## src/rtl/core/separable_convolution_filter_assert.svh

```systemverilog
// Assertion macros shared by the separable convolution filter RTL.
`ifndef SEPARABLE_CONVOLUTION_FILTER_ASSERT_SVH
`define SEPARABLE_CONVOLUTION_FILTER_ASSERT_SVH

// same-cycle implication
`define SCF_ASSERT_IMP(lbl, clk, rst_n, ante, cons, msg) \
  lbl: assert property (@(posedge clk) disable iff (!rst_n) (ante) |-> (cons)) \
    else $error(msg);

// next-cycle implication
`define SCF_ASSERT_NXT(lbl, clk, rst_n, ante, cons, msg) \
  lbl: assert property (@(posedge clk) disable iff (!rst_n) (ante) |=> (cons)) \
    else $error(msg);

`endif

```

## src/rtl/core/scf_pkg.sv

```systemverilog
// Shared types and constants of the separable convolution filter.
`default_nettype none
package scf_pkg;

  localparam int KSIZE     = 7;
  localparam int MAX_WIDTH = 1024;
  localparam int STORE_DEPTH = KSIZE * MAX_WIDTH;

  localparam logic REQ_PIXEL = 1'b0;
  localparam logic REQ_DRAIN = 1'b1;

  localparam logic [2:0] CFG_WIDTH = 3'd0;
  localparam logic [2:0] CFG_TAP0  = 3'd1;

  typedef logic signed [15:0] tap_t;
  typedef tap_t [KSIZE-1:0] tap_vec_t;
  typedef logic [KSIZE-1:0][7:0] pix_vec_t;

  // one unit of back-end work: optional row filter plus store write,
  // optional column filter producing one result word
  typedef struct packed {
    logic       do_h;
    logic       do_v;
    pix_vec_t   hpix;
    logic [9:0] x;
    logic [2:0] slot;
    logic [1:0] base;
    logic [2:0] top;
    logic       run_last;
    logic       frame_last;
  } job_t;

  typedef struct packed {
    logic [7:0] pixel;
    logic       run_last;
    logic       frame_last;
  } out_word_t;

  typedef enum logic [2:0] {
    B_IDLE,
    B_HMAC,
    B_HWR,
    B_VMAC,
    B_VOUT
  } back_state_t;

endpackage
`default_nettype wire

```

## src/rtl/core/scf_front.sv

```systemverilog
// Front end: takes input words, tracks raster position and drain, issues jobs.
`default_nettype none
module scf_front (
  input  wire logic             clk,
  input  wire logic             rst_n,
  input  wire logic             push,
  output logic                  full,
  input  wire logic             in_req_type,
  input  wire logic [7:0]       in_pixel_in,
  input  wire logic             in_end_of_frame,
  input  wire logic [10:0]      width,
  input  wire logic             q_full,
  output logic                  q_push,
  output scf_pkg::job_t         q_job
);

  scf_pkg::pix_vec_t win_r, win_nxt;
  logic [9:0]  col_r, col_nxt;
  logic [2:0]  rows_r, rows_nxt;
  logic [2:0]  slot_r, slot_nxt;
  logic [9:0]  ocol_r, ocol_nxt;
  logic [11:0] dleft_r, dleft_nxt;
  logic [1:0]  drow_r, drow_nxt;
  logic        fover_r, fover_nxt;
  logic        busy_r, busy_nxt;
  logic [9:0]  pc_r, pc_nxt;
  logic [1:0]  ps_r, ps_nxt;
  logic [1:0]  psmax_r, psmax_nxt;
  logic [2:0]  pslot_r, pslot_nxt;
  logic [2:0]  prows_r, prows_nxt;

  logic        accept;
  logic [9:0]  col_e;
  logic [2:0]  rows_e, slot_e;
  logic [10:0] c_inc, ocol_inc;
  logic        last;
  logic [1:0]  rows_dr;
  logic [11:0] drain_total;
  logic signed [11:0] xs;
  scf_pkg::pix_vec_t hpix;

  assign full   = busy_r | q_full;
  assign accept = push & ~full;

  always_comb begin
    int kk;
    kk = 0;
    for (int i = 0; i < scf_pkg::KSIZE; i++) begin
      kk = scf_pkg::KSIZE - 1 - i - int'(ps_r);
      if (kk < 0) kk = 0;
      hpix[i] = win_r[kk[2:0]];
    end
  end

  always_comb begin
    // a pixel after a finished frame starts the next one
    col_e  = fover_r ? 10'd0 : col_r;
    rows_e = fover_r ? 3'd0 : rows_r;
    slot_e = fover_r ? 3'd0 : slot_r;
    c_inc  = {1'b0, col_e} + 11'd1;
    last   = c_inc >= width;
    rows_dr = (rows_e >= 3'd2) ? 2'd3 : (rows_e[1:0] + 2'd1);
    case (rows_dr)
      2'd1:    drain_total = {1'b0, width};
      2'd2:    drain_total = {width, 1'b0};
      default: drain_total = {1'b0, width} + {width, 1'b0};
    endcase
    ocol_inc = {1'b0, ocol_r} + 11'd1;
    xs = $signed({2'b00, pc_r}) - 12'sd3 + $signed({10'd0, ps_r});
  end

  always_comb begin
    q_push = 1'b0;
    q_job  = '0;
    if (busy_r) begin
      q_push           = ~xs[11] & ~q_full;
      q_job.do_h       = 1'b1;
      q_job.do_v       = prows_r >= 3'd3;
      q_job.hpix       = hpix;
      q_job.x          = xs[9:0];
      q_job.slot       = pslot_r;
      q_job.base       = 2'd3;
      q_job.top        = prows_r;
      q_job.run_last   = ps_r == psmax_r;
      q_job.frame_last = 1'b0;
    end else begin
      q_push           = accept & (in_req_type == scf_pkg::REQ_DRAIN) & (dleft_r != 12'd0);
      q_job.do_h       = 1'b0;
      q_job.do_v       = 1'b1;
      q_job.hpix       = win_r;
      q_job.x          = ocol_r;
      q_job.slot       = slot_r;
      q_job.base       = drow_r;
      q_job.top        = rows_r;
      q_job.run_last   = 1'b1;
      q_job.frame_last = dleft_r == 12'd1;
    end
  end

  always_comb begin
    win_nxt   = win_r;
    col_nxt   = col_r;
    rows_nxt  = rows_r;
    slot_nxt  = slot_r;
    ocol_nxt  = ocol_r;
    dleft_nxt = dleft_r;
    drow_nxt  = drow_r;
    fover_nxt = fover_r;
    busy_nxt  = busy_r;
    pc_nxt    = pc_r;
    ps_nxt    = ps_r;
    psmax_nxt = psmax_r;
    pslot_nxt = pslot_r;
    prows_nxt = prows_r;

    if (busy_r && !q_full) begin
      if (ps_r == psmax_r) busy_nxt = 1'b0;
      else ps_nxt = ps_r + 2'd1;
    end

    if (accept) begin
      if (in_req_type == scf_pkg::REQ_PIXEL) begin
        if (col_e == 10'd0) begin
          for (int k = 0; k < scf_pkg::KSIZE; k++) win_nxt[k] = in_pixel_in;
        end else begin
          for (int k = scf_pkg::KSIZE - 1; k > 0; k--) win_nxt[k] = win_r[k-1];
          win_nxt[0] = in_pixel_in;
        end
        busy_nxt  = 1'b1;
        ps_nxt    = 2'd0;
        psmax_nxt = last ? 2'd3 : 2'd0;
        pc_nxt    = col_e;
        pslot_nxt = slot_e;
        prows_nxt = rows_e;
        rows_nxt  = rows_e;
        slot_nxt  = slot_e;
        if (fover_r) begin
          fover_nxt = 1'b0;
          dleft_nxt = 12'd0;
          drow_nxt  = 2'd0;
          ocol_nxt  = 10'd0;
        end
        if (last) begin
          col_nxt = 10'd0;
          if (in_end_of_frame) begin
            fover_nxt = 1'b1;
            drow_nxt  = rows_dr - 2'd1;
            dleft_nxt = drain_total;
            ocol_nxt  = 10'd0;
          end else begin
            if (rows_e != 3'd7) rows_nxt = rows_e + 3'd1;
            slot_nxt = (slot_e == 3'(scf_pkg::KSIZE - 1)) ? 3'd0 : slot_e + 3'd1;
          end
        end else begin
          col_nxt = c_inc[9:0];
        end
      end else if (dleft_r != 12'd0) begin
        dleft_nxt = dleft_r - 12'd1;
        if (ocol_inc >= width) begin
          ocol_nxt = 10'd0;
          if (drow_r != 2'd0) drow_nxt = drow_r - 2'd1;
        end else begin
          ocol_nxt = ocol_inc[9:0];
        end
      end
    end
  end

  always_ff @(posedge clk) begin
    if (!rst_n) begin
      win_r   <= '0;
      col_r   <= '0;
      rows_r  <= '0;
      slot_r  <= '0;
      ocol_r  <= '0;
      dleft_r <= '0;
      drow_r  <= '0;
      fover_r <= 1'b0;
      busy_r  <= 1'b0;
      ps_r    <= '0;
      psmax_r <= '0;
    end else begin
      win_r   <= win_nxt;
      col_r   <= col_nxt;
      rows_r  <= rows_nxt;
      slot_r  <= slot_nxt;
      ocol_r  <= ocol_nxt;
      dleft_r <= dleft_nxt;
      drow_r  <= drow_nxt;
      fover_r <= fover_nxt;
      busy_r  <= busy_nxt;
      ps_r    <= ps_nxt;
      psmax_r <= psmax_nxt;
    end
  end

  always_ff @(posedge clk) begin
    pc_r    <= pc_nxt;
    pslot_r <= pslot_nxt;
    prows_r <= prows_nxt;
  end

endmodule
`default_nettype wire

```

## config.mk

```make
export PLATFORM = sky130hd
export DESIGN_NAME = scf_front
export DESIGN_NICKNAME = d
export VERILOG_FILES = /design/src/rtl/core/separable_convolution_filter_assert.svh /design/src/rtl/core/scf_pkg.sv /design/src/rtl/core/scf_front.sv
export SDC_FILE = /design/constraint.sdc
export NUM_CORES = 1
export LEC_CHECK = 0
export ABC_AREA = 0
export CORE_ASPECT_RATIO = 0.75
export CORE_UTILIZATION = 40
export CTS_BUF_LIST = sky130_fd_sc_hd__clkbuf_16
export DETAILED_ROUTE_END_ITERATION = 8
export DONT_BUFFER_PORTS = 1
export PLACE_DENSITY = 0.59
export REMOVE_ABC_BUFFERS = 1
export SLEW_MARGIN = 20
export SYNTH_ARGS = -nofsm -noshare
export SYNTH_HDL_FRONTEND = slang
export SYNTH_SLANG_ARGS = --single-unit
export TNS_END_PERCENT = 30
```

## constraint.sdc

```tcl
create_clock -name clk -period 5.75 [get_ports clk]
set_clock_uncertainty 0.05 [all_clocks]
set_input_delay 0.575 -clock clk [delete_from_list [all_inputs] [get_ports clk]]
set_output_delay 0.575 -clock clk [all_outputs]
set_load 0.01 [all_outputs]
```

* Word-level counts from Yosys, hierarchy flattened *
Index checks and enable logic that the tools add are counted.
Widths: inputs -> output; s select.

operators by class
  add/sub/neg operators = 19
  order comparisons = 18
  eq/ne operators = 9
  muxes and demuxes = 65
  bitwise operators = 9
  reduce and logical (&&, ||, !) cells = 8

operators with widths
  kind                   number
  $bmux 8 s3             7
  $mux 10                8
  $mux 78                1
  $mux 12                5
  $mux 56                1
  $mux 8                 7
  $mux 3                 15
  $lt 3x4->1 const B     7
  $mux 2                 13
  $pmux 12 s2            1
  $add 10x1->11 const B  2
  $ge 11x11->1           2
  $add 11x12->12         1
  $add 11x3->12          1
  $eq 12x1->1 const B    1
  $lt 3x1->1 const B     4
  $lt 4x1->1 const B     3
  $reduce_bool 12->1     1
  $sub 12x1->12 const B  1
  $sub 3x2->4 const A    3
  $sub 10x2->11 const B  1
  $logic_not 10->1       1
  $mux 1                 7
  $add 3x1->3 const B    2
  other kinds (19)       33

word-level totals
  register bits = 118
  bits of input ports = 25
  output and inout port bits = 80
  word-level logic and storage cells = 148

* Longest topological paths before layout *
Gate-level depths: netlist of the first run.

  depth in word-level cells = 8
  depth in mapped cells = 18
  mapped depth without buffers = 15

* Worst setup path after synthesis of the first run *
Ideal clock, no wire load.

  kind = flip-flop to flip-flop
  from = register fover_r
  to = register dleft_r[10]
  setup time = 0.130 ns
  arrival = 3.625 ns
  required time = 5.570 ns
  setup slack = 1.945 ns
  stages on the path, launching flop included = 18
  path buffers = 5
  period minus slack after synthesis = 3.805 ns
  cells stage by stage = dfxtp_1 > buf_2 > buf_1 > clkbuf_1 > nor2b_1 > ha_1 > nand2_1 > nor4b_1 > xor2_1 > ha_1 > a21o_1 > a221o_1 > a41oi_2 > o22ai_1 > buf_2 > buf_2 > o2111ai_1 > o22ai_1

between the ends
  elaborated cells on any way between the ends = 14

RTL lines
  what                    line              text
  start, declared         scf_front.sv:24   logic fover_r, fover_nxt;
  start signal, assigned  scf_front.sv:190  fover_r <= fover_nxt;
  $mux 10                 scf_front.sv:57   col_e = fover_r ? 10'd0 : col_r;
  net col_e[1]            scf_front.sv:33   logic [9:0] col_e;
  $add 10x1->11           scf_front.sv:60   c_inc = {1'b0, col_e} + 11'd1;
  $ge 11x11->1            scf_front.sv:61   last = c_inc >= width;
  $mux 12                 scf_front.sv:143  if (last) begin
  $mux 12                 scf_front.sv:122  if (in_req_type == scf_pkg::REQ_PIXEL) begin
  end signal, assigned    scf_front.sv:188  dleft_r <= dleft_nxt;
  end, declared           scf_front.sv:22   logic [11:0] dleft_r, dleft_nxt;

The timed path passes the listed nets, and every way through them passes these cells.
A chain may end at the register's enable or synchronous reset.

==> out/qor.yml, run 1 <==
clock_tree:
  worstSkewPairLatency_ps: 430
  cts_root_buffer: "clkbuf_16"
  cts_sinks: 117
  ctsResizeCount: 0
  clock_tree.buffer_depth: 2
  numCtsBuffers: 17
  h-tree-depth: 4
  tritoncts: "yes"
  cts_setup_buffers: 0
  clk_pin_slew_worst_paths_ps: 50
  cts_hold_buf: 0
timing:
  rsz0062_at_grt: "no"
  final-hold-violation-count: 0
  fin_ws_ps: 1240
  fmax_ghz: 0.222
  period_share: 0.784
  maxSlewViolCount: 0
  worstMarginPinSlew_ps: 1030
  setup_viol: 0
  finalCriticalPeriod_ps: 4510
  maxSlewHeadroom: 0.311
drt:
  viasPerCell: 6.17
  drt_iter0_drc: 736
  ant_nets: 0
  dr.pass1.iters: 5
  drc: 0
  drt-total-wl_um: 28000
  wire_per_inst_um: 20.3
  vias: 8479
die:
  pin_count: 105
  die_w_um: 182
  core_mm2: 0.0234
  initial_utilization: 0.415
  die-height_um: 137
  fp.dieArea_mm2: 0.0249
  row_count: 48
logic_synthesis:
  avgSynthCellArea_um2: 8.73
  synthFlopType: "dfxtp_1"
  yosys_warnings: 0
  synth_area_mm2: 0.00970
  yosys_register_bits: 117
  async_flop_share: 0
  synthCells: 1110
  ys_seq_area_frac: 0.258
  ys_types: 78
  synth_edf_count: 16
placed_design:
  dpl_worst_slack_ps: 1290
  dp_hpwl_um: 18900
  port_buffers: 0
  gp_congestion: 0.860
layout:
  nets: 1138
  area_growth_pct: 7.06
  layout_common_cells: "a21oi_1 (124), o21ai_0 (101), dfxtp_1 (99)"
  multi_input_area_mm2: 0.00674
  layout_commonest_cell: "a21oi_1"
  seqCellArea_mm2: 0.00251
  antenna_cells: 0
  drive_gt1_frac: 0.140
  n_fill_cell: 2261
outcome:
  status: "finished clean"
worst_setup_path:
  path_delay_family: "adder cells"
  crit_fanout: 36
  slowest_delay_ps: 1070
  slowest_stage: "ha_2"
  path_buf_inv: 1
  crit_path_end_kind: "primary output"
  critPathKind: "reg2out"
  r2r-start: "fover_r"
  crit_path_cell_trace: "inv_1, ha_2, nand2_1, mux4_2, mux2_2"
  startpoint: "ps_r[0]"
  crit_arrival_ps: 3880
  rrSetupSlack_ps: 1700
  worstSetupStartpointType: "flip-flop"
  crit_required_ps: 5120
power:
  total_power_uw: 2290
  cellPowerDensity_mw_per_mm2: 221
  p_leak_uw: 0.00441
  ir_drop_mv: 0.246
grt:
  antenna_found_initial: 0
  gr-total-overflow: 0
  grt_pass1_vias: 7629
  grt_usage: 0.225
  grt_pass1_wl_um: 44100
  grt_max_degree: 91
run:
  drv_cap: 0
worst_hold_path:
  hp-class: "in2reg"
  min_from: "in_pixel_in[3]"
[metrics by stage]
step           instances  hold WS [ps]  instance area (µm²)  setup TNS [ps]  utilization
6_report            1375           241                10400               0        0.444
5_1_grt             1375           226                10400               0        0.444
4_1_cts             1375           223                10400               0        0.444
3_5_place_dp        1343           413                 9830               0        0.421
3_3_place_gp        1343           405                 9830               0        0.421
2_1_floorplan       1032           391                 9350          -12940            -
[cell usage after synthesis (all sizes together) (17+ instances only)]
cell	number	area, µm²
nand2	84	315
ha	49	613
mux2i	82	821
clkbuf	50	189
xor2	22	193
o22ai	17	113
dfxtp	101	2020
o21ai	109	546
a21oi	124	621
nand3	21	105
inv	32	120
nor2	74	278
mux2	54	612
mux4	40	901
nor2b	17	109
buf	28	156
[worst reg2reg max path, delay by kind of cell, from the launching register on]
kind            cells  cell delay [ps]
compound gates      7             1670
simple gates        3              710
fa+ha+maj           2              520
buf+inv             2              460
flops               1              310
xor+xnor            1              230
[worst paths after layout]
check	cells after the start	to
setup / recovery	5	q_job[72]
hold reg to reg	1	col_r[9]
hold / removal	2	win_r[3]
setup reg to reg	15	dleft_r[9]
[cell type report]
cell class                      instances  area share
Tap cell                              300      0.0362
Timing Repair Buffer                   11     0.00796
Inverter                               33      0.0121
Sequential cell                       117       0.242
Multi-Input combinational cell        882       0.649
Clock inverter                         15      0.0118
Clock buffer                           17      0.0410
[power breakdown]
group	switching [µW]	internal (µW)
sequential	56.2	860
combinational	206	154
clock	391	623
[per-layer routing]
layer	global-route usage	vias to the layer above	part of all wire
met1	0.336	4101	0.49
li1	-	4101	-
met4	0.0603	0	0.014
met2	0.311	246	0.42
met5	0	-	0
met3	0.0644	31	0.075
[sequential cells by signal (all words and copies together), names as in the netlist]
name     count
fover_r      1
prows_r      3
col_r       10
ocol_r      10
drow_r       2
dleft_r     12
rows_r       3
psmax_r      1
slot_r       3
busy_r       1
pslot_r      3
ps_r         2
pc_r        10
win_r       56
[logic make-up after synthesis]
kind of cell / after synthesis / share of synthesized area
XOR/XNOR: 33 / 0.0298
adder cells (fa/ha/maj): 51 / 0.0674
flip-flops: 117 / 0.258
multiplexers: 176 / 0.241
AND/OR/NAND/NOR: 269 / 0.136
buffers and inverters: 111 / 0.0484
AO/OA/AOI/OAI: 353 / 0.220
No activity file was read; power rests on OpenSTA's default activity.
==> run 2, diff against run 1 <==
==> constraint.sdc (replaced) <==
create_clock -name clk -period 4.5 [get_ports clk]
set_clock_uncertainty 0.05 [all_clocks]
set_input_delay 0.45 -clock clk [delete_from_list [all_inputs] [get_ports clk]]
set_output_delay 0.45 -clock clk [all_outputs]
set_load 0.01 [all_outputs]
==> run 2 against run 1 <==
Effect of this change: via count increased by 0.12%; global-route usage increased by 0.20 points; first-iteration DRC count increased by 23%; clock power increased by 38%; critical path type is now reg2reg; highest routed layer unchanged.
==> out/qor.yml, run 2 (same netlist as run 1, synthesis figures left out) <==
outcome:
  status: "finished clean"
worst_setup_path:
  crit_path_cell_trace: "buf_4, nor2b_1, ha_1, nand2_1, nor4b_1, xor2_1, ha_1, and3_1, a221o_1, a41oi_2, o22ai_1, buf_4, nand2_1, or2_1, a31oi_1"
  path_buf_inv: 2  # +1
  crit_required_ps: 4800  # -320 ps
  startpoint: "fover_r"
  crit_fanout: 14  # -61%
  critPathKind: "reg2reg"
  path_delay_family: "simple AND/OR/NAND/NOR gates"
  worstSetupStartpointType: "flip-flop"
  crit_path_end_kind: "flip-flop"
  r2r-start: "fover_r"
  crit_arrival_ps: 4410  # +530 ps
  slowest_stage: "o22ai_1"
  slowest_delay_ps: 710  # -360 ps
clock_tree:
  numCtsBuffers: 17  # unchanged
  h-tree-depth: 4  # unchanged
  ctsResizeCount: 0  # unchanged
  worstSkewPairLatency_ps: 420  # about the same
  cts_setup_buffers: 0  # unchanged
  tritoncts: "yes"
  cts_root_buffer: "clkbuf_16"
  clk_pin_slew_worst_paths_ps: 60  # about the same
  cts_hold_buf: 0  # unchanged
  clock_tree.buffer_depth: 2  # unchanged
  cts_sinks: 117  # unchanged
worst_hold_path:
  hp-class: "in2reg"
  min_from: "in_pixel_in[4]"
drt:
  met2_length_um: 11700  # +0.21%
  vias: 8489  # +0.12%
  drt-total-wl_um: 28300  # +1.4%
  dr.pass1.iters: 8  # +3
  route.met3.wl_um: 2000  # -5.0%
  m1WireLength_um: 14400  # +4.6%
  viasPerCell: 6.15  # -0.32%
  dr.max_layer_used: "met4"
  drt_iter0_drc: 905  # +23%
  drc: 0  # unchanged
  wire_per_inst_um: 20.5  # +0.96%
  ant_nets: 0  # unchanged
placed_design:
  port_buffers: 0  # unchanged
  dp_hpwl_um: 19000  # +0.39%
  gp_congestion: 0.896  # +4.2%
  dp.cells: 1349  # +0.45%
grt:
  gr-total-overflow: 0  # unchanged
  grt_pass1_wl_um: 43900  # -0.33%
  grt_max_degree: 90  # -1.1%
  antenna_found_initial: 0  # unchanged
  grt_pass1_vias: 7396  # -3.1%
  grt_usage: 0.227  # +0.00200
die:
  core_mm2: 0.0234  # unchanged
  die-height_um: 137  # unchanged
  fp.dieArea_mm2: 0.0249  # unchanged
  row_count: 48  # unchanged
  pin_count: 105  # unchanged
  die_w_um: 182  # unchanged
  initial_utilization: 0.415  # unchanged
layout:
  drive_gt1_frac: 0.144  # +0.00385
  antenna_cells: 0  # unchanged
  layout_commonest_cell: "a21oi_1"
  area_growth_pct: 7.90
  nets: 1144  # +0.53%
  largest_reg_flops: 56  # unchanged
  biggestRegsByFlops: "win_r (56), dleft_r (12)"
  top_register: "win_r"
  layout_common_cells: "a21oi_1 (124), o21ai_0 (101), dfxtp_1 (99)"
  fin_util: 0.448  # +0.00348
  fin_cells: 1381  # +0.44%
timing:
  fin_setup_tns_ps: 0  # unchanged
  finalCriticalPeriod_ps: 4110
  maxSlewHeadroom: 0.360  # +0.0489
  setup_viol: 0  # unchanged
  fmax_ghz: 0.243
  rsz0062_at_grt: "no"
  period_share: 0.913
  maxSlewViolCount: 0  # unchanged
  worstMarginPinSlew_ps: 957  # -73.0 ps
  final-hold-violation-count: 0  # unchanged
power:
  p_leak_uw: 0.00446  # +1.0%
  cellPowerDensity_mw_per_mm2: 289  # +31%
  ir_drop_mv: 0.247  # +0.36%
run:
  drv_cap: 0  # unchanged
## run 2: changes by cell type in the layout (fill, tap and decap cells not counted)
cell       before  now
inv_2           0    1
buf_4          11   17
inv_4           1    0
bufinv_16       2    3
clkbuf_16      17   18
clkinv_2        7    5
o22ai_1        15   16
o22ai_2         2    1
## run 2: area by class of cell
class / count / area [µm²]
inverters: 33 / 125
clock inverters: 14 / 140
multi-input cells: 882 / 6740
clock buffers: 18 / 450
fillers: 2214 / 12900
repair buffers: 17 / 128
flip-flops and latches: 117 / 2510
well taps: 300 / 375
## run 2: through the flow
stage	setup slack, ps	instance area [µm²]	power, µW	hold WS, ps
5_1_grt	53.1	10500	3150	101
6_report	392	10500	3020	111
2_1_floorplan	-1520	9350	1540	391
3_3_place_gp	682	9870	1640	410
3_5_place_dp	539	9870	1650	421
4_1_cts	423	10500	3030	101
## run 2: path summary, 6_finish.rpt
| path | slack, ps | cells past startpoint | to |
|---|---|---|---|
| worst max-delay path | 390 | 15 | dleft_r[6] |
| worst min-delay path | 110 | 2 | win_r[4] |
| worst max register to register | 390 | 15 | dleft_r[6] |
| worst min register to register | 430 | 2 | col_r[0] |
## run 2: worst reg2reg max path, delay by kind of cell (launching register included)
kind,cells,cell delay (ps)
xor+xnor,1,170
compound gates,4,1080
flops,1,320
buf+inv,2,520
fa+ha+maj,2,560
simple gates,6,1330
## run 2: layer usage
layer / up-vias / GRT usage
li1: 4095 / -
met1: 4096 / 0.352
met2: 277 / 0.313
met3: 21 / 0.0561
met4: 0 / 0.0428
met5: - / 0
## run 2: where the power goes
| group | total, µW | leakage (µW) | internal, µW | switching, µW |
|---|---|---|---|---|
| clock network | 1390 | 0.000300 | 887 | 502 |
| logic | 468 | 0.00318 | 198 | 270 |
| registers | 1170 | 0.000981 | 1100 | 70.3 |
