## config.mk

```make
export PLATFORM = sky130hd
export DESIGN_NAME = scf_job_queue
export DESIGN_NICKNAME = d
export VERILOG_FILES = /design/src/rtl/core/separable_convolution_filter_assert.svh /design/src/rtl/core/scf_pkg.sv /design/src/rtl/core/scf_job_queue.sv
export SDC_FILE = /design/constraint.sdc
export NUM_CORES = 1
export LEC_CHECK = 0
export BUFFER_PORTS_ARGS = -buffer_cell sky130_fd_sc_hd__buf_4
export CORE_UTILIZATION = 57
export CTS_BUF_LIST = sky130_fd_sc_hd__clkbuf_4 sky130_fd_sc_hd__clkbuf_8 sky130_fd_sc_hd__clkbuf_16
export DETAILED_ROUTE_END_ITERATION = 10
export PLACE_DENSITY = 0.79
export SLEW_MARGIN = 10
export SYNTH_ARGS = -nofsm -noshare
export SYNTH_HDL_FRONTEND = slang
export SYNTH_SLANG_ARGS = --single-unit
```

## constraint.sdc

```tcl
create_clock -name clk -period 4.1 [get_ports clk]
set_clock_uncertainty 0.05 [all_clocks]
set_input_delay 1.23 -clock clk [delete_from_list [all_inputs] [get_ports clk]]
set_output_delay 1.23 -clock clk [all_outputs]
set_load 0.05 [all_outputs]
```

## src/rtl/core/separable_convolution_filter_assert.svh

```systemverilog
// Assertion macros shared by the separable convolution filter RTL.
`ifndef SEPARABLE_CONVOLUTION_FILTER_ASSERT_SVH
`define SEPARABLE_CONVOLUTION_FILTER_ASSERT_SVH

// same-cycle implication
`define SCF_ASSERT_IMP(lbl, clk, rst_n, ante, cons, msg) \
  lbl: assert property (@(posedge clk) disable iff (!rst_n) (ante) |-> (cons)) \
    else $error(msg);

// next-cycle implication
`define SCF_ASSERT_NXT(lbl, clk, rst_n, ante, cons, msg) \
  lbl: assert property (@(posedge clk) disable iff (!rst_n) (ante) |=> (cons)) \
    else $error(msg);

`endif

```

## src/rtl/core/scf_pkg.sv

```systemverilog
// Shared types and constants of the separable convolution filter.
`default_nettype none
package scf_pkg;

  localparam int KSIZE     = 7;
  localparam int MAX_WIDTH = 1024;
  localparam int STORE_DEPTH = KSIZE * MAX_WIDTH;

  localparam logic REQ_PIXEL = 1'b0;
  localparam logic REQ_DRAIN = 1'b1;

  localparam logic [2:0] CFG_WIDTH = 3'd0;
  localparam logic [2:0] CFG_TAP0  = 3'd1;

  typedef logic signed [15:0] tap_t;
  typedef tap_t [KSIZE-1:0] tap_vec_t;
  typedef logic [KSIZE-1:0][7:0] pix_vec_t;

  // one unit of back-end work: optional row filter plus store write,
  // optional column filter producing one result word
  typedef struct packed {
    logic       do_h;
    logic       do_v;
    pix_vec_t   hpix;
    logic [9:0] x;
    logic [2:0] slot;
    logic [1:0] base;
    logic [2:0] top;
    logic       run_last;
    logic       frame_last;
  } job_t;

  typedef struct packed {
    logic [7:0] pixel;
    logic       run_last;
    logic       frame_last;
  } out_word_t;

  typedef enum logic [2:0] {
    B_IDLE,
    B_HMAC,
    B_HWR,
    B_VMAC,
    B_VOUT
  } back_state_t;

endpackage
`default_nettype wire

```

## src/rtl/core/scf_job_queue.sv

```systemverilog
// Four-entry job queue between front and back end.
`default_nettype none
module scf_job_queue (
  input  wire logic          clk,
  input  wire logic          rst_n,
  input  wire logic          q_push,
  input  scf_pkg::job_t      q_wjob,
  output logic               q_full,
  input  wire logic          q_pop,
  output scf_pkg::job_t      q_rjob,
  output logic               q_empty
);

  scf_pkg::job_t ent_r [4];
  logic [1:0] wp_r, wp_nxt, rp_r, rp_nxt;
  logic [2:0] cnt_r, cnt_nxt;

  assign q_full  = cnt_r == 3'd4;
  assign q_empty = cnt_r == 3'd0;
  assign q_rjob  = ent_r[rp_r];

  always_comb begin
    wp_nxt  = wp_r;
    rp_nxt  = rp_r;
    cnt_nxt = cnt_r;
    if (q_push) wp_nxt = wp_r + 2'd1;
    if (q_pop)  rp_nxt = rp_r + 2'd1;
    case ({q_push, q_pop})
      2'b10:   cnt_nxt = cnt_r + 3'd1;
      2'b01:   cnt_nxt = cnt_r - 3'd1;
      default: cnt_nxt = cnt_r;
    endcase
  end

  always_ff @(posedge clk) begin
    if (!rst_n) begin
      wp_r  <= '0;
      rp_r  <= '0;
      cnt_r <= '0;
    end else begin
      wp_r  <= wp_nxt;
      rp_r  <= rp_nxt;
      cnt_r <= cnt_nxt;
    end
  end

  always_ff @(posedge clk) begin
    if (q_push) ent_r[wp_r] <= q_wjob;
  end

endmodule
`default_nettype wire

```

# ---- Yosys cells after proc, flatten, opt, wreduce, memory -nomap -nowiden
# Memory sizes are Yosys's and may differ from the RTL's. A register that Yosys moved wholly into a read port is not among the register bits.
# Index checks and enable logic that the tools add are counted.
dict set report op_classes {
  n_addsub 4
  n_eq_ne 3
  mux 5
  reduce_logical 2
}
# cell n
set ops {}
lappend ops {{$pmux 3 s2} 1}
lappend ops {{$add 2x1->2 const B} 2}
lappend ops {{$mux 2} 2}
lappend ops {{$add 3x1->3 const B} 1}
lappend ops {{$eq 3x3->1 const B} 1}
lappend ops {{$logic_not 3->1} 1}
lappend ops {{$sub 3x1->3 const B} 1}
lappend ops {{$eq 2x1->1 const B} 1}
lappend ops {{$eq 2x2->1 const B} 1}
lappend ops {{$mux 1} 2}
lappend ops {{$reduce_bool 2->1} 1}
dict set report totals {
  ff_bits 7
  mem_bits_rw 312
  inputBits 82
  output_inout_bits 80
  n_memories 1
}
# memory depth word_bits rd rd_ports_with_merged_regs wr line
set mem_list {}
lappend mem_list {ent_r 4 78 1 1 1 scf_job_queue.sv:14} ;# scf_pkg::job_t ent_r [4];

# ---- Longest topological paths before layout
# Gate-level depths: netlist of run 1.
dict set report depth {
  depth_word 3
  mapped_depth 7
  ltp_nobuf 7
}

# ---- Worst setup path before layout of run 1
# OpenSTA, ideal clock, no wires.
dict set report synth_path {
  path_kind {input to register}
  from {input q_push}
  to {memory ent_r[0][0] in the netlist's numbering, enable pin}
  setup_time_ns 0.445
  t_arrival_ns 3.049
  required_ns 3.605
  path_slack_ns 0.557
  path_stages 1
  n_path_buf 0
  path_cell_list {and2_1}
}
dict set report synth_via {
  elab_chain_cells 2
}
# element line
set synth_rtl {}
lappend synth_rtl {{from (decl)} scf_job_queue.sv:6} ;# input wire logic q_push,
lappend synth_rtl {{$mux 1} scf_job_queue.sv:48} ;# if (q_push) ent_r[wp_r] <= q_wjob;
lappend synth_rtl {{$mux 1 (not written as such)} scf_job_queue.sv:48}
lappend synth_rtl {{to (decl)} scf_job_queue.sv:14}
# No other way between the ends.

==> results by group, run 1 <==
Status
  • Result of the run: finished clean

Final layout
  • Layout Utilization: 0.7061
  • Fillcell total: 1,183
  • Proportion of layout cells with a drive suffix above 1: 0.4598
  • Design area: 14,240 um^2
  • Antenna Diode Count: 0
  • Count of nets after finishing: 724
  • Area growth from synthesis to final layout: 21.47%
  • Non-Filler Instances: 929

CTS
  • Setup fix buffers added after clock tree synthesis: 0
  • CTS Buffer Depth: 3
  • Root Driver: sky130_fd_sc_hd__clkbuf_16
  • TritonCTS clock tree: yes
  • Clock insertion delay at the later pin of the skew report: 0.54 ns
  • Clock slew seen by the registers of the worst setup and hold paths: 0.06 ns
  • CTS Sinks: ~320
  • Depth of the CTS H-tree: 1
  • Hold Buf Count CTS: 0
  • Count of instances resized after the clock tree is built: 0
  • Clock buffer count from CTS: 30

Logic synthesis
  • Top cell types by occurrence after synthesis: sky130_fd_sc_hd__edfxtp_1, sky130_fd_sc_hd__mux4_2, sky130_fd_sc_hd__and2_1
  • Avg Inst Size Synth: about 26 um^2
  • Ys async rst share: 0
  • Number of enable-type register cells in the synthesized netlist: 312
  • Count of state elements after synthesis: 321
  • Fraction of post-synthesis cell area in the top cell type by area: 0.7991
  • Synthesized netlist cell count: ~450
  • Cell type contributing the most total cell area after synthesis: sky130_fd_sc_hd__edfxtp_1
  • Synth unique cells: 22
  • Sequential cell area fraction in the yosys report: 0.8145
  • Cell area after synthesis: 11,720 um^2
  • Prevailing post-synth register cell: sky130_fd_sc_hd__edfxtp_1
  • Most used standard cell by instance count after synthesis: sky130_fd_sc_hd__edfxtp_1
  • Warnings from Yosys: 0
  • Most area-consuming cells after synthesis: sky130_fd_sc_hd__edfxtp_1, sky130_fd_sc_hd__mux4_2, sky130_fd_sc_hd__dfxtp_1
  • Number of nets in the synthesized netlist: about 540

Global routing
  • Peak-usage layer in the global routing report: met2
  • Met2 track demand over resource: 0.3392
  • Met3 layer usage reported by global route: 0.04357
  • Number of antenna violations at the first check in global routing: 0
  • Total congestion overflow after global routing: 0
  • Number of global-route vias before repair: 5,641
  • GRT Total Usage: 0.1984
  • Largest net degree at the start of global routing: 45
  • First-pass GRT wire length: 31,530 um
  • Global-route met1 utilization: 0.2615

Power and ir drop
  • Power Density: 533.0 nW/um^2
  • Leakage power figure: just under 5 nW
  • Final total power: 7.590 mW
  • Maximum vdd ir drop: around 0.43 mV

Timing
  • Ratio of final minimum period to clock period: 0.8974
  • Slew at the pin closest to its max-slew limit: 0.6536 ns
  • Max-slew headroom: 0.5642
  • Maximum frequency from static timing analysis: around 270 MHz
  • Final sum of negative setup slack: 0 ns
  • Number of endpoints failing setup at the final stage: 0
  • Final Max Slew Viols: 0
  • Shortest period the worst path allows: 3.679 ns
  • Hold WS: 0.4708 ns
  • PnR worst setup slack: approximately 0.42 ns
  • RSZ-0062 raised after global routing: no
  • Number of hold violations in the final report: 0

Routing
  • Number of violations reported at the end of detailed-routing iteration 0: 370
  • Routed length per placed instance: 21.97 um
  • First-pass detailed-route iteration total: 4
  • Detailed-route wire length: slightly above 20,000 um
  • Number of vias after detailed routing: roughly 5,200
  • Post-detailed-route DRC marker count: 0
  • Number of antenna-violating nets in the routed design: 0
  • Via/cell ratio: 5.601

Die
  • Die footprint: 21,150 um^2
  • Die outline width: 145.4 um
  • Die boundary height: 145.4 um
  • Num ports: approximately 160
  • Std cell rows: 52
  • Core box area: 20,170 um^2
  • Effective utilization at floorplan: 0.5813

Place
  • Worst setup timing slack at the placement stage: 0.9251 ns
  • Port Buf Inserts: between 150 and 200
  • Number of cells after detailed placement: 874
  • Placed instance area: approximately 13,000 um^2
  • Detailed-placement wirelength estimate: 12,190 um
  • Routability cong.: ~0.70

Critical path
  • Worst Setup Start Kind: register
  • Setup crit end kind: primary output
  • Setup CP Type: reg -> out
  • Max FO, Critical Path: 27
  • Data required time of the critical path: around 2.8 ns
  • Data arrival time of the worst path: 2.40 ns

Run
  • Max-capacitance violation count: 0

Hold path
  • Path class of the lowest-slack min-delay path: reg -> reg
==> path summary, 6_finish.rpt <==
kind,cells after the start,end,slack [ns],start
max,3,q_rjob[19],0.42,register
min,2,cnt_r[2],0.47,cnt_r[2]
max reg2reg,4,ent_r[1][65],2.22,wp_r[1]
min reg2reg,2,cnt_r[2],0.47,cnt_r[2]
==> report_power, final <==
group	switching [mW]	internal (mW)	leakage, nW
sequential	0.0693	3.77	2.94
clock	1.08	1.55	0.486
combinational	0.718	0.413	1.39
total	1.86	5.73	4.82
==> kinds of logic (layout without fill, tap and decap cells) <==
group / after synthesis / after routing / share of synthesized area
buf+inv: 24 / 229 / 0.01451
simple gates: 16 / 16 / 0.008005
xor+xnor: 5 / 5 / 0.003736
mux: 79 / 79 / 0.1507
fa+ha+maj: 6 / 6 / 0.007044
flops: 321 / 321 / 0.8145
compound gates: 3 / 3 / 0.001494
==> cell usage in the layout (no fill, tap or decap), types with 2 or more instances in the layout <==
cell type	count
sky130_fd_sc_hd__edfxtp_1	312
sky130_fd_sc_hd__buf_4	161
sky130_fd_sc_hd__mux4_2	78
sky130_fd_sc_hd__clkbuf_16	31
sky130_fd_sc_hd__clkbuf_4	10
sky130_fd_sc_hd__dfxtp_1	7
sky130_fd_sc_hd__buf_12	7
sky130_fd_sc_hd__inv_1	6
sky130_fd_sc_hd__and2_1	6
sky130_fd_sc_hd__clkinv_2	6
sky130_fd_sc_hd__ha_1	5
sky130_fd_sc_hd__and2_4	4
sky130_fd_sc_hd__clkinv_1	4
sky130_fd_sc_hd__xor2_1	3
sky130_fd_sc_hd__xnor2_1	2
sky130_fd_sc_hd__nand2_1	2
sky130_fd_sc_hd__o21ai_0	2
sky130_fd_sc_hd__dfxtp_4	2
sky130_fd_sc_hd__clkbuf_8	2
==> sequential cells by signal (all words and copies together), names as in the netlist, named ones only <==
name and count:
cnt_r 3, ent_r 312, wp_r 2, rp_r 2
==> critical path: stages, from the launching register on <==
cell	delay, ns
sky130_fd_sc_hd__dfxtp_4	0.74
sky130_fd_sc_hd__buf_12	0.32
sky130_fd_sc_hd__mux4_2	0.57
sky130_fd_sc_hd__buf_4	0.21
==> cell type report <==
cell class	instances	area [um^2]	area share
clock buffer	43	878.3	0.06168
inverter	6	22.52	0.001581
tap	270	337.8	0.02372
sequential	321	9557	0.6711
timing repair buffer	168	1349	0.09471
multi-input combinational	109	2014	0.1415
clock inverter	12	82.58	0.005799
==> per-layer routing <==
metal | share of wire | routed length, um
met1 | 0.41 | 8351
met2 | 0.52 | 10510
met3 | 0.058 | 1181
met4 | 0.018 | 361
met5 | 0 | 0
(Power assumes the default switching activity.)
==> run 2, diff against run 1 <==
CELL_PAD_IN_SITES_DETAIL_PLACEMENT = 2   (was default)
CELL_PAD_IN_SITES_GLOBAL_PLACEMENT = 2   (was default)
CORE_UTILIZATION = 45   (was 57)
HOLD_SLACK_MARGIN = 0.15   (was default)
PLACE_DENSITY = default   (was 0.79)
PLACE_DENSITY_LB_ADDON = 0.1   (was default)
==> run 2 against run 1 <==
Core utilization down 14 points. Hold slack improved by 0.033 ns. Clock power up 15%. Global-route usage grew 1.2 points. First-iteration DRC count decreased by 2.7%. Critical path type unchanged. Wire length is 33% higher. Sequential cell count stayed put. Highest routed layer unchanged.
==> results by group, run 2 (synthesis gave the netlist of run 1 again) <==
Power and ir drop
  • Maximum vdd ir drop: roughly 0.36 mV
  • Leakage power figure: between 4 and 5 nW
  • Sw Share: 0.2536
  • Combinational cell fraction of total power: 0.146
  • Clock network power share: 0.375
  • Internal Power: 5.986 mW
  • Part of the power in registers: 0.479
  • Net switching power: 2.034 mW
  • Power Density: 553.5 nW/um^2

Die
  • Die footprint: 26,700 um^2
  • Effective utilization at floorplan: 0.4616
  • Die boundary height: 163.4 um
  • Die outline width: 163.4 um
  • Core box area: approximately 25,000 um^2
  • Std cell rows: 58
  • Num ports: 162

Timing
  • RSZ-0062 raised after global routing: no
  • Slew at the pin closest to its max-slew limit: 0.7326 ns
  • Number of hold violations in the final report: 0
  • Number of endpoints failing setup at the final stage: 0
  • Max-slew headroom: 0.5116
  • Final sum of negative setup slack: 0 ns
  • Maximum frequency from static timing analysis: between 200 and 300 MHz
  • Final Max Slew Viols: 0
  • Shortest period the worst path allows: roughly 3.7 ns
  • Ratio of final minimum period to clock period: 0.8918

Critical path
  • Max FO, Critical Path: 24
  • Setup crit end kind: primary output
  • Standard cell with the maximum stage delay on the critical path: sky130_fd_sc_hd__dfxtp_4
  • Data required time of the critical path: 2.82 ns
  • Worst Setup Start Kind: register
  • Number of buffers and inverters on the critical path: 2
  • Flop2flop setup slack: 2.13 ns
  • Worst Reg2Reg Path Length in Cells: 3
  • Startpoint of the worst-slack reg-to-reg timing path: wp_r[0]
  • Stage delay of the slowest cell on the critical path: 0.68 ns
  • Series of cell instances along the critical path: buf_4 > mux4_2 > buf_4
  • Setup CP Type: reg -> out
  • CP top delay family: flip-flops
  • CP endpoint: q_rjob[45]
  • Instance count on the critical path: 3
  • Data arrival time of the worst path: 2.38 ns
  • R2r endpoint: ent_r[3][46]
  • Critical path's most frequent cell: sky130_fd_sc_hd__buf_4

Global routing
  • Number of antenna violations at the first check in global routing: 0
  • Total congestion overflow after global routing: 0
  • GRT Total Usage: 0.2108
  • Number of global-route vias before repair: 6,241
  • Largest net degree at the start of global routing: 44
  • First-pass GRT wire length: 39,990 um

Final layout
  • Area growth from synthesis to final layout: 23.60%
  • Register bank with the most flops: ent_r
  • Design area: 14,490 um^2
  • Number of flip-flops in the largest register: about 310
  • Fillcell total: 2,066
  • Commonest non-fill, non-tap cell in the layout: sky130_fd_sc_hd__edfxtp_1
  • Count of nets after finishing: 738
  • Proportion of layout cells with a drive suffix above 1: 0.4681
  • Leading cell types in the layout, fill and taps excluded: sky130_fd_sc_hd__edfxtp_1, sky130_fd_sc_hd__buf_4, sky130_fd_sc_hd__mux4_2
  • Non-Filler Instances: 1,003
  • Antenna Diode Count: 0
  • Largest regs: ent_r x312, cnt_r x3

Place
  • Number of cells after detailed placement: 942
  • Placed instance area: 13,390 um^2
  • Detailed-placement wirelength estimate: between 15,000 and 20,000 um
  • Port Buf Inserts: roughly 160
  • Routability cong.: 0.7070

Hold path
  • Worst hold path cell count: 2
  • Launch point of the worst hold path: cnt_r[2]
  • Path class of the lowest-slack min-delay path: reg -> reg

CTS
  • Clock insertion delay at the later pin of the skew report: around 0.51 ns
  • CTS Sinks: 321
  • Clock buffer count from CTS: 36
  • Clock slew seen by the registers of the worst setup and hold paths: approximately 0.060 ns
  • CTS Buffer Depth: 3
  • TritonCTS clock tree: yes
  • Depth of the CTS H-tree: 2
  • Root Driver: sky130_fd_sc_hd__clkbuf_16
  • Hold Buf Count CTS: 0
  • Setup fix buffers added after clock tree synthesis: 0
  • Count of instances resized after the clock tree is built: 0

Routing
  • Number of antenna-violating nets in the routed design: 0
  • Number of vias after detailed routing: 5,381
  • Number of violations reported at the end of detailed-routing iteration 0: 360
  • Via/cell ratio: 5.365
  • Routed length per placed instance: 26.96 um
  • Post-detailed-route DRC marker count: 0
  • Detailed-route wire length: 27,040 um
  • First-pass detailed-route iteration total: 4

Run
  • Max-capacitance violation count: 0

Status
  • Result of the run: finished clean
-- run 2: cell count changes in the layout (fill, tap and decap cells not counted), moves of 2 or more --
cell                        previous run  this run
sky130_fd_sc_hd__clkbuf_16            31        37
sky130_fd_sc_hd__clkinv_1              4         6
sky130_fd_sc_hd__buf_4               161       171
sky130_fd_sc_hd__buf_12                7         5
-- run 2: worst min path at each step --
stage | to | slack (ns)
2_1_floorplan | cnt_r[2] | 0.42
3_3_place_gp | cnt_r[2] | 0.44
3_5_place_dp | cnt_r[2] | 0.49
4_1_cts | cnt_r[2] | 0.51
5_1_grt | cnt_r[2] | 0.54
6_report | cnt_r[2] | 0.50
-- run 2: cell type report --
class | count | area (um^2) | share of cell area
inverter | 6 | 22.52 | 0.001554
timing repair buffer | 176 | 1384 | 0.09550
tap | 330 | 412.9 | 0.02850
sequential | 321 | 9557 | 0.6595
clock inverter | 12 | 77.57 | 0.005354
multi-input combinational | 109 | 2014 | 0.1390
clock buffer | 49 | 1022 | 0.07055
-- run 2: tightest hold or removal path, cell delays in order (launching register included) --
cell	delay (ns)
sky130_fd_sc_hd__dfxtp_1	0.33
sky130_fd_sc_hd__o21ai_0	0.09
sky130_fd_sc_hd__a21boi_0	0.09
-- run 2: routing by layer --
layer,global-route usage,wire (um),vias up
met1,0.2693,10700,2858
met4,0.05990,612,0
met3,0.03606,1320,43
li1,-,-,2322
met2,0.3704,14410,158
met5,0,0,-
-- run 2: power groups by stage --
stage	Combinational (mW)	Sequential [mW]	Clock, mW
final	1.17	3.84	3.01
after global routing	1.23	3.85	3.16
after CTS	1.20	3.84	3.07
after detailed placement	1.19	3.91	0
after global placement	1.16	3.89	0
after floorplan	0.808	3.87	0
-- run 2: metrics by stage --
step / utilization / hold WS (ns) / total power [mW] / setup slack, ns
floorplan: - / 0.4229 / 4.677 / 0.5568
global placement: 0.5272 / 0.4368 / 5.045 / 0.9124
detailed placement: 0.5272 / 0.4920 / 5.099 / 0.8966
CTS: 0.5705 / 0.5092 / 8.111 / 0.3547
global route: 0.5705 / 0.5430 / 8.240 / 0.2645
finish: 0.5705 / 0.5039 / 8.020 / 0.4436
==> run 3, diff against run 2 <==
ABC_AREA = 1   (was default)
CORE_UTILIZATION = 40   (was 45)
==> run 3 against run 2 <==
Via count is 38% higher. Sequential power shrank 1%. Cell area up 1.4%. Sequential cell count unchanged. Global-route usage grew 0.23 points. Fmax up 5.8%. Hold slack got worse by 0.072 ns. Register-to-register slack about the same. Clock power barely moved.
==> results by group, run 3 <==
Critical path
  • Data required time of the critical path: about 2.8 ns
  • Worst Setup Start Kind: register
  • Max FO, Critical Path: 56
  • Flop2flop setup slack: 2.13 ns
  • R2r endpoint: ent_r[2][66]
  • Setup CP Type: reg -> out
  • Data arrival time of the worst path: 2.17 ns
  • Worst Reg2Reg Path Length in Cells: 5
  • Startpoint of the worst-slack reg-to-reg timing path: wp_r[0]
  • Setup crit end kind: primary output
  • CP endpoint: q_rjob[18]

Logic synthesis
  • Sequential cell area fraction in the yosys report: 0.7953
  • Synthesized netlist cell count: 811
  • Count of state elements after synthesis: 321
  • Cell type contributing the most total cell area after synthesis: sky130_fd_sc_hd__edfxtp_1
  • Top cell types by occurrence after synthesis: sky130_fd_sc_hd__edfxtp_1, sky130_fd_sc_hd__nor2_1, sky130_fd_sc_hd__o21ai_0
  • Number of enable-type register cells in the synthesized netlist: ~310
  • Avg Inst Size Synth: 14.80 um^2
  • Fraction of post-synthesis cell area in the top cell type by area: 0.7803
  • Most area-consuming cells after synthesis: sky130_fd_sc_hd__edfxtp_1, sky130_fd_sc_hd__nor2_1, sky130_fd_sc_hd__o22ai_1
  • Prevailing post-synth register cell: sky130_fd_sc_hd__edfxtp_1
  • Most used standard cell by instance count after synthesis: sky130_fd_sc_hd__edfxtp_1
  • Cell area after synthesis: roughly 12,000 um^2
  • Ys async rst share: 0
  • Warnings from Yosys: 0
  • Number of nets in the synthesized netlist: 899
  • Synth unique cells: 21

Routing
  • Number of violations reported at the end of detailed-routing iteration 0: 389
  • Number of vias after detailed routing: roughly 7,400
  • Routed length per placed instance: approximately 23 um
  • Via/cell ratio: 5.335
  • Post-detailed-route DRC marker count: 0
  • First-pass detailed-route iteration total: 4
  • Number of antenna-violating nets in the routed design: 0
  • Detailed-route wire length: ~32,000 um

CTS
  • Depth of the CTS H-tree: 2
  • Count of instances resized after the clock tree is built: 0
  • Root Driver: sky130_fd_sc_hd__clkbuf_16
  • Hold Buf Count CTS: 0
  • TritonCTS clock tree: yes
  • Clock buffer count from CTS: 36
  • CTS Sinks: around 320
  • CTS Buffer Depth: 3
  • Clock slew seen by the registers of the worst setup and hold paths: 0.06 ns
  • Setup fix buffers added after clock tree synthesis: 0
  • Clock insertion delay at the later pin of the skew report: 0.51 ns

Final layout
  • Non-Filler Instances: 1,389
  • Leading cell types in the layout, fill and taps excluded: sky130_fd_sc_hd__edfxtp_1, sky130_fd_sc_hd__buf_4, sky130_fd_sc_hd__nor2_1
  • Number of flip-flops in the largest register: 312
  • Proportion of layout cells with a drive suffix above 1: 0.2327
  • Largest regs: ent_r x312, cnt_r x3
  • Fillcell total: 2,817
  • Register bank with the most flops: ent_r
  • Commonest non-fill, non-tap cell in the layout: sky130_fd_sc_hd__edfxtp_1
  • Area growth from synthesis to final layout: 22.32%
  • Count of nets after finishing: 1,060

Die
  • Effective utilization at floorplan: 0.4062
  • Die outline width: 175.3 um
  • Die footprint: slightly above 30,000 um^2
  • Num ports: 162
  • Core box area: 29,560 um^2
  • Std cell rows: between 60 and 70
  • Die boundary height: 175.3 um

Power and ir drop
  • Power Density: around 540 nW/um^2
  • Final total power: 7.929 mW
  • Maximum vdd ir drop: 0.3100 mV
  • Leakage power figure: 5.133 nW

Global routing
  • GRT Total Usage: 0.2131
  • Number of global-route vias before repair: 8,443
  • Number of antenna violations at the first check in global routing: 2
  • First-pass GRT wire length: 49,050 um
  • Largest net degree at the start of global routing: between 100 and 150
  • Total congestion overflow after global routing: 0

Status
  • Result of the run: finished clean

Timing
  • Ratio of final minimum period to clock period: 0.8427
  • Max-slew headroom: 0.5710
  • Number of endpoints failing setup at the final stage: 0
  • PnR worst setup slack: between 0.6 and 0.7 ns
  • RSZ-0062 raised after global routing: no
  • Shortest period the worst path allows: 3.455 ns
  • Final Max Slew Viols: 0
  • Number of hold violations in the final report: 0
  • Maximum frequency from static timing analysis: 289.4 MHz
  • Hold WS: 0.4323 ns
  • Final sum of negative setup slack: 0 ns
  • Slew at the pin closest to its max-slew limit: 0.6436 ns

Place
  • Number of cells after detailed placement: around 1,300
  • Routability cong.: 0.7103
  • Port Buf Inserts: 161
  • Detailed-placement wirelength estimate: between 15,000 and 20,000 um
  • Worst setup timing slack at the placement stage: 1.189 ns

Run
  • Max-capacitance violation count: 0

Hold path
  • Path class of the lowest-slack min-delay path: reg -> reg
  • Worst hold path cell count: 1
[run 3: cell count changes in the layout (fill, tap and decap cells not counted), sizes merged, moves of 10 or more]
| cell | before | now |
|---|---|---|
| o21ai | 2 | 162 |
| nor2 | 0 | 159 |
| mux4 | 78 | 0 |
| o22ai | 0 | 78 |
| inv | 6 | 17 |
| and2 | 10 | 0 |
[run 3: report_power, final]
group | internal (mW) | switching, mW
combinational | 0.304 | 0.811
sequential | 3.75 | 0.0412
clock | 1.79 | 1.23
total | 5.85 | 2.08
[run 3: metal layers]
metal,vias up,part of all wire,GRT usage,wire length (um)
met5,-,0,0,0
met3,55,0.044,0.04004,1428
met1,3802,0.40,0.2465,12850
li1,3389,-,-,-
met4,0,0.025,0.06449,788
met2,164,0.53,0.3973,17060
[run 3: layout make-up]
type / count / area, um^2 / share of cell area
flip-flops and latches: 321 / 9554 / 0.6505
multi-input cells: 423 / 2058 / 0.1401
repair buffers: 173 / 1399 / 0.09525
clock buffers: 47 / 1013 / 0.06901
well taps: 390 / 488.0 / 0.03323
clock inverters: 16 / 92.59 / 0.006304
inverters: 17 / 76.32 / 0.005197
diodes: 2 / 5.005 / 0.0003408
[run 3: kinds of logic (layout without fill, tap and decap cells)]
group                    count (synthesis)  count (layout)  synth area share
AND/OR/NAND/NOR                        172             172           0.05429
AO/OA/AOI/OAI                          245             245            0.1103
flip-flops                             321             321            0.7953
other                                    0               2                 0
adder cells (fa/ha/maj)                  6               6          0.006878
buffers and inverters                   67             253           0.03324
[run 3: how the worst min path moves through the flow]
| stage | from | end | slack [ns] |
|---|---|---|---|
| floorplan | rp_r[1] | register | 0.36 |
| global placement | rp_r[1] | register | 0.40 |
| detailed placement | rp_r[1] | register | 0.42 |
| CTS | rp_r[1] | register | 0.44 |
| global route | rp_r[1] | rp_r[1] | 0.48 |
| finish | rp_r[1] | register | 0.43 |
[run 3: through the flow]
stage	util	instance area (um^2)
5_1_grt	0.4968	14680
3_5_place_dp	0.4593	13580
6_report	0.4968	14690
4_1_cts	0.4967	14680
2_1_floorplan	-	12010
3_3_place_gp	0.4593	13580
[run 3: critical path, stage by stage (launching register included)]
cell	delay, ns
sky130_fd_sc_hd__dfxtp_4	0.38
sky130_fd_sc_hd__buf_4	0.52
sky130_fd_sc_hd__o21ai_0	0.19
sky130_fd_sc_hd__o22ai_1	0.30
sky130_fd_sc_hd__buf_4	0.26
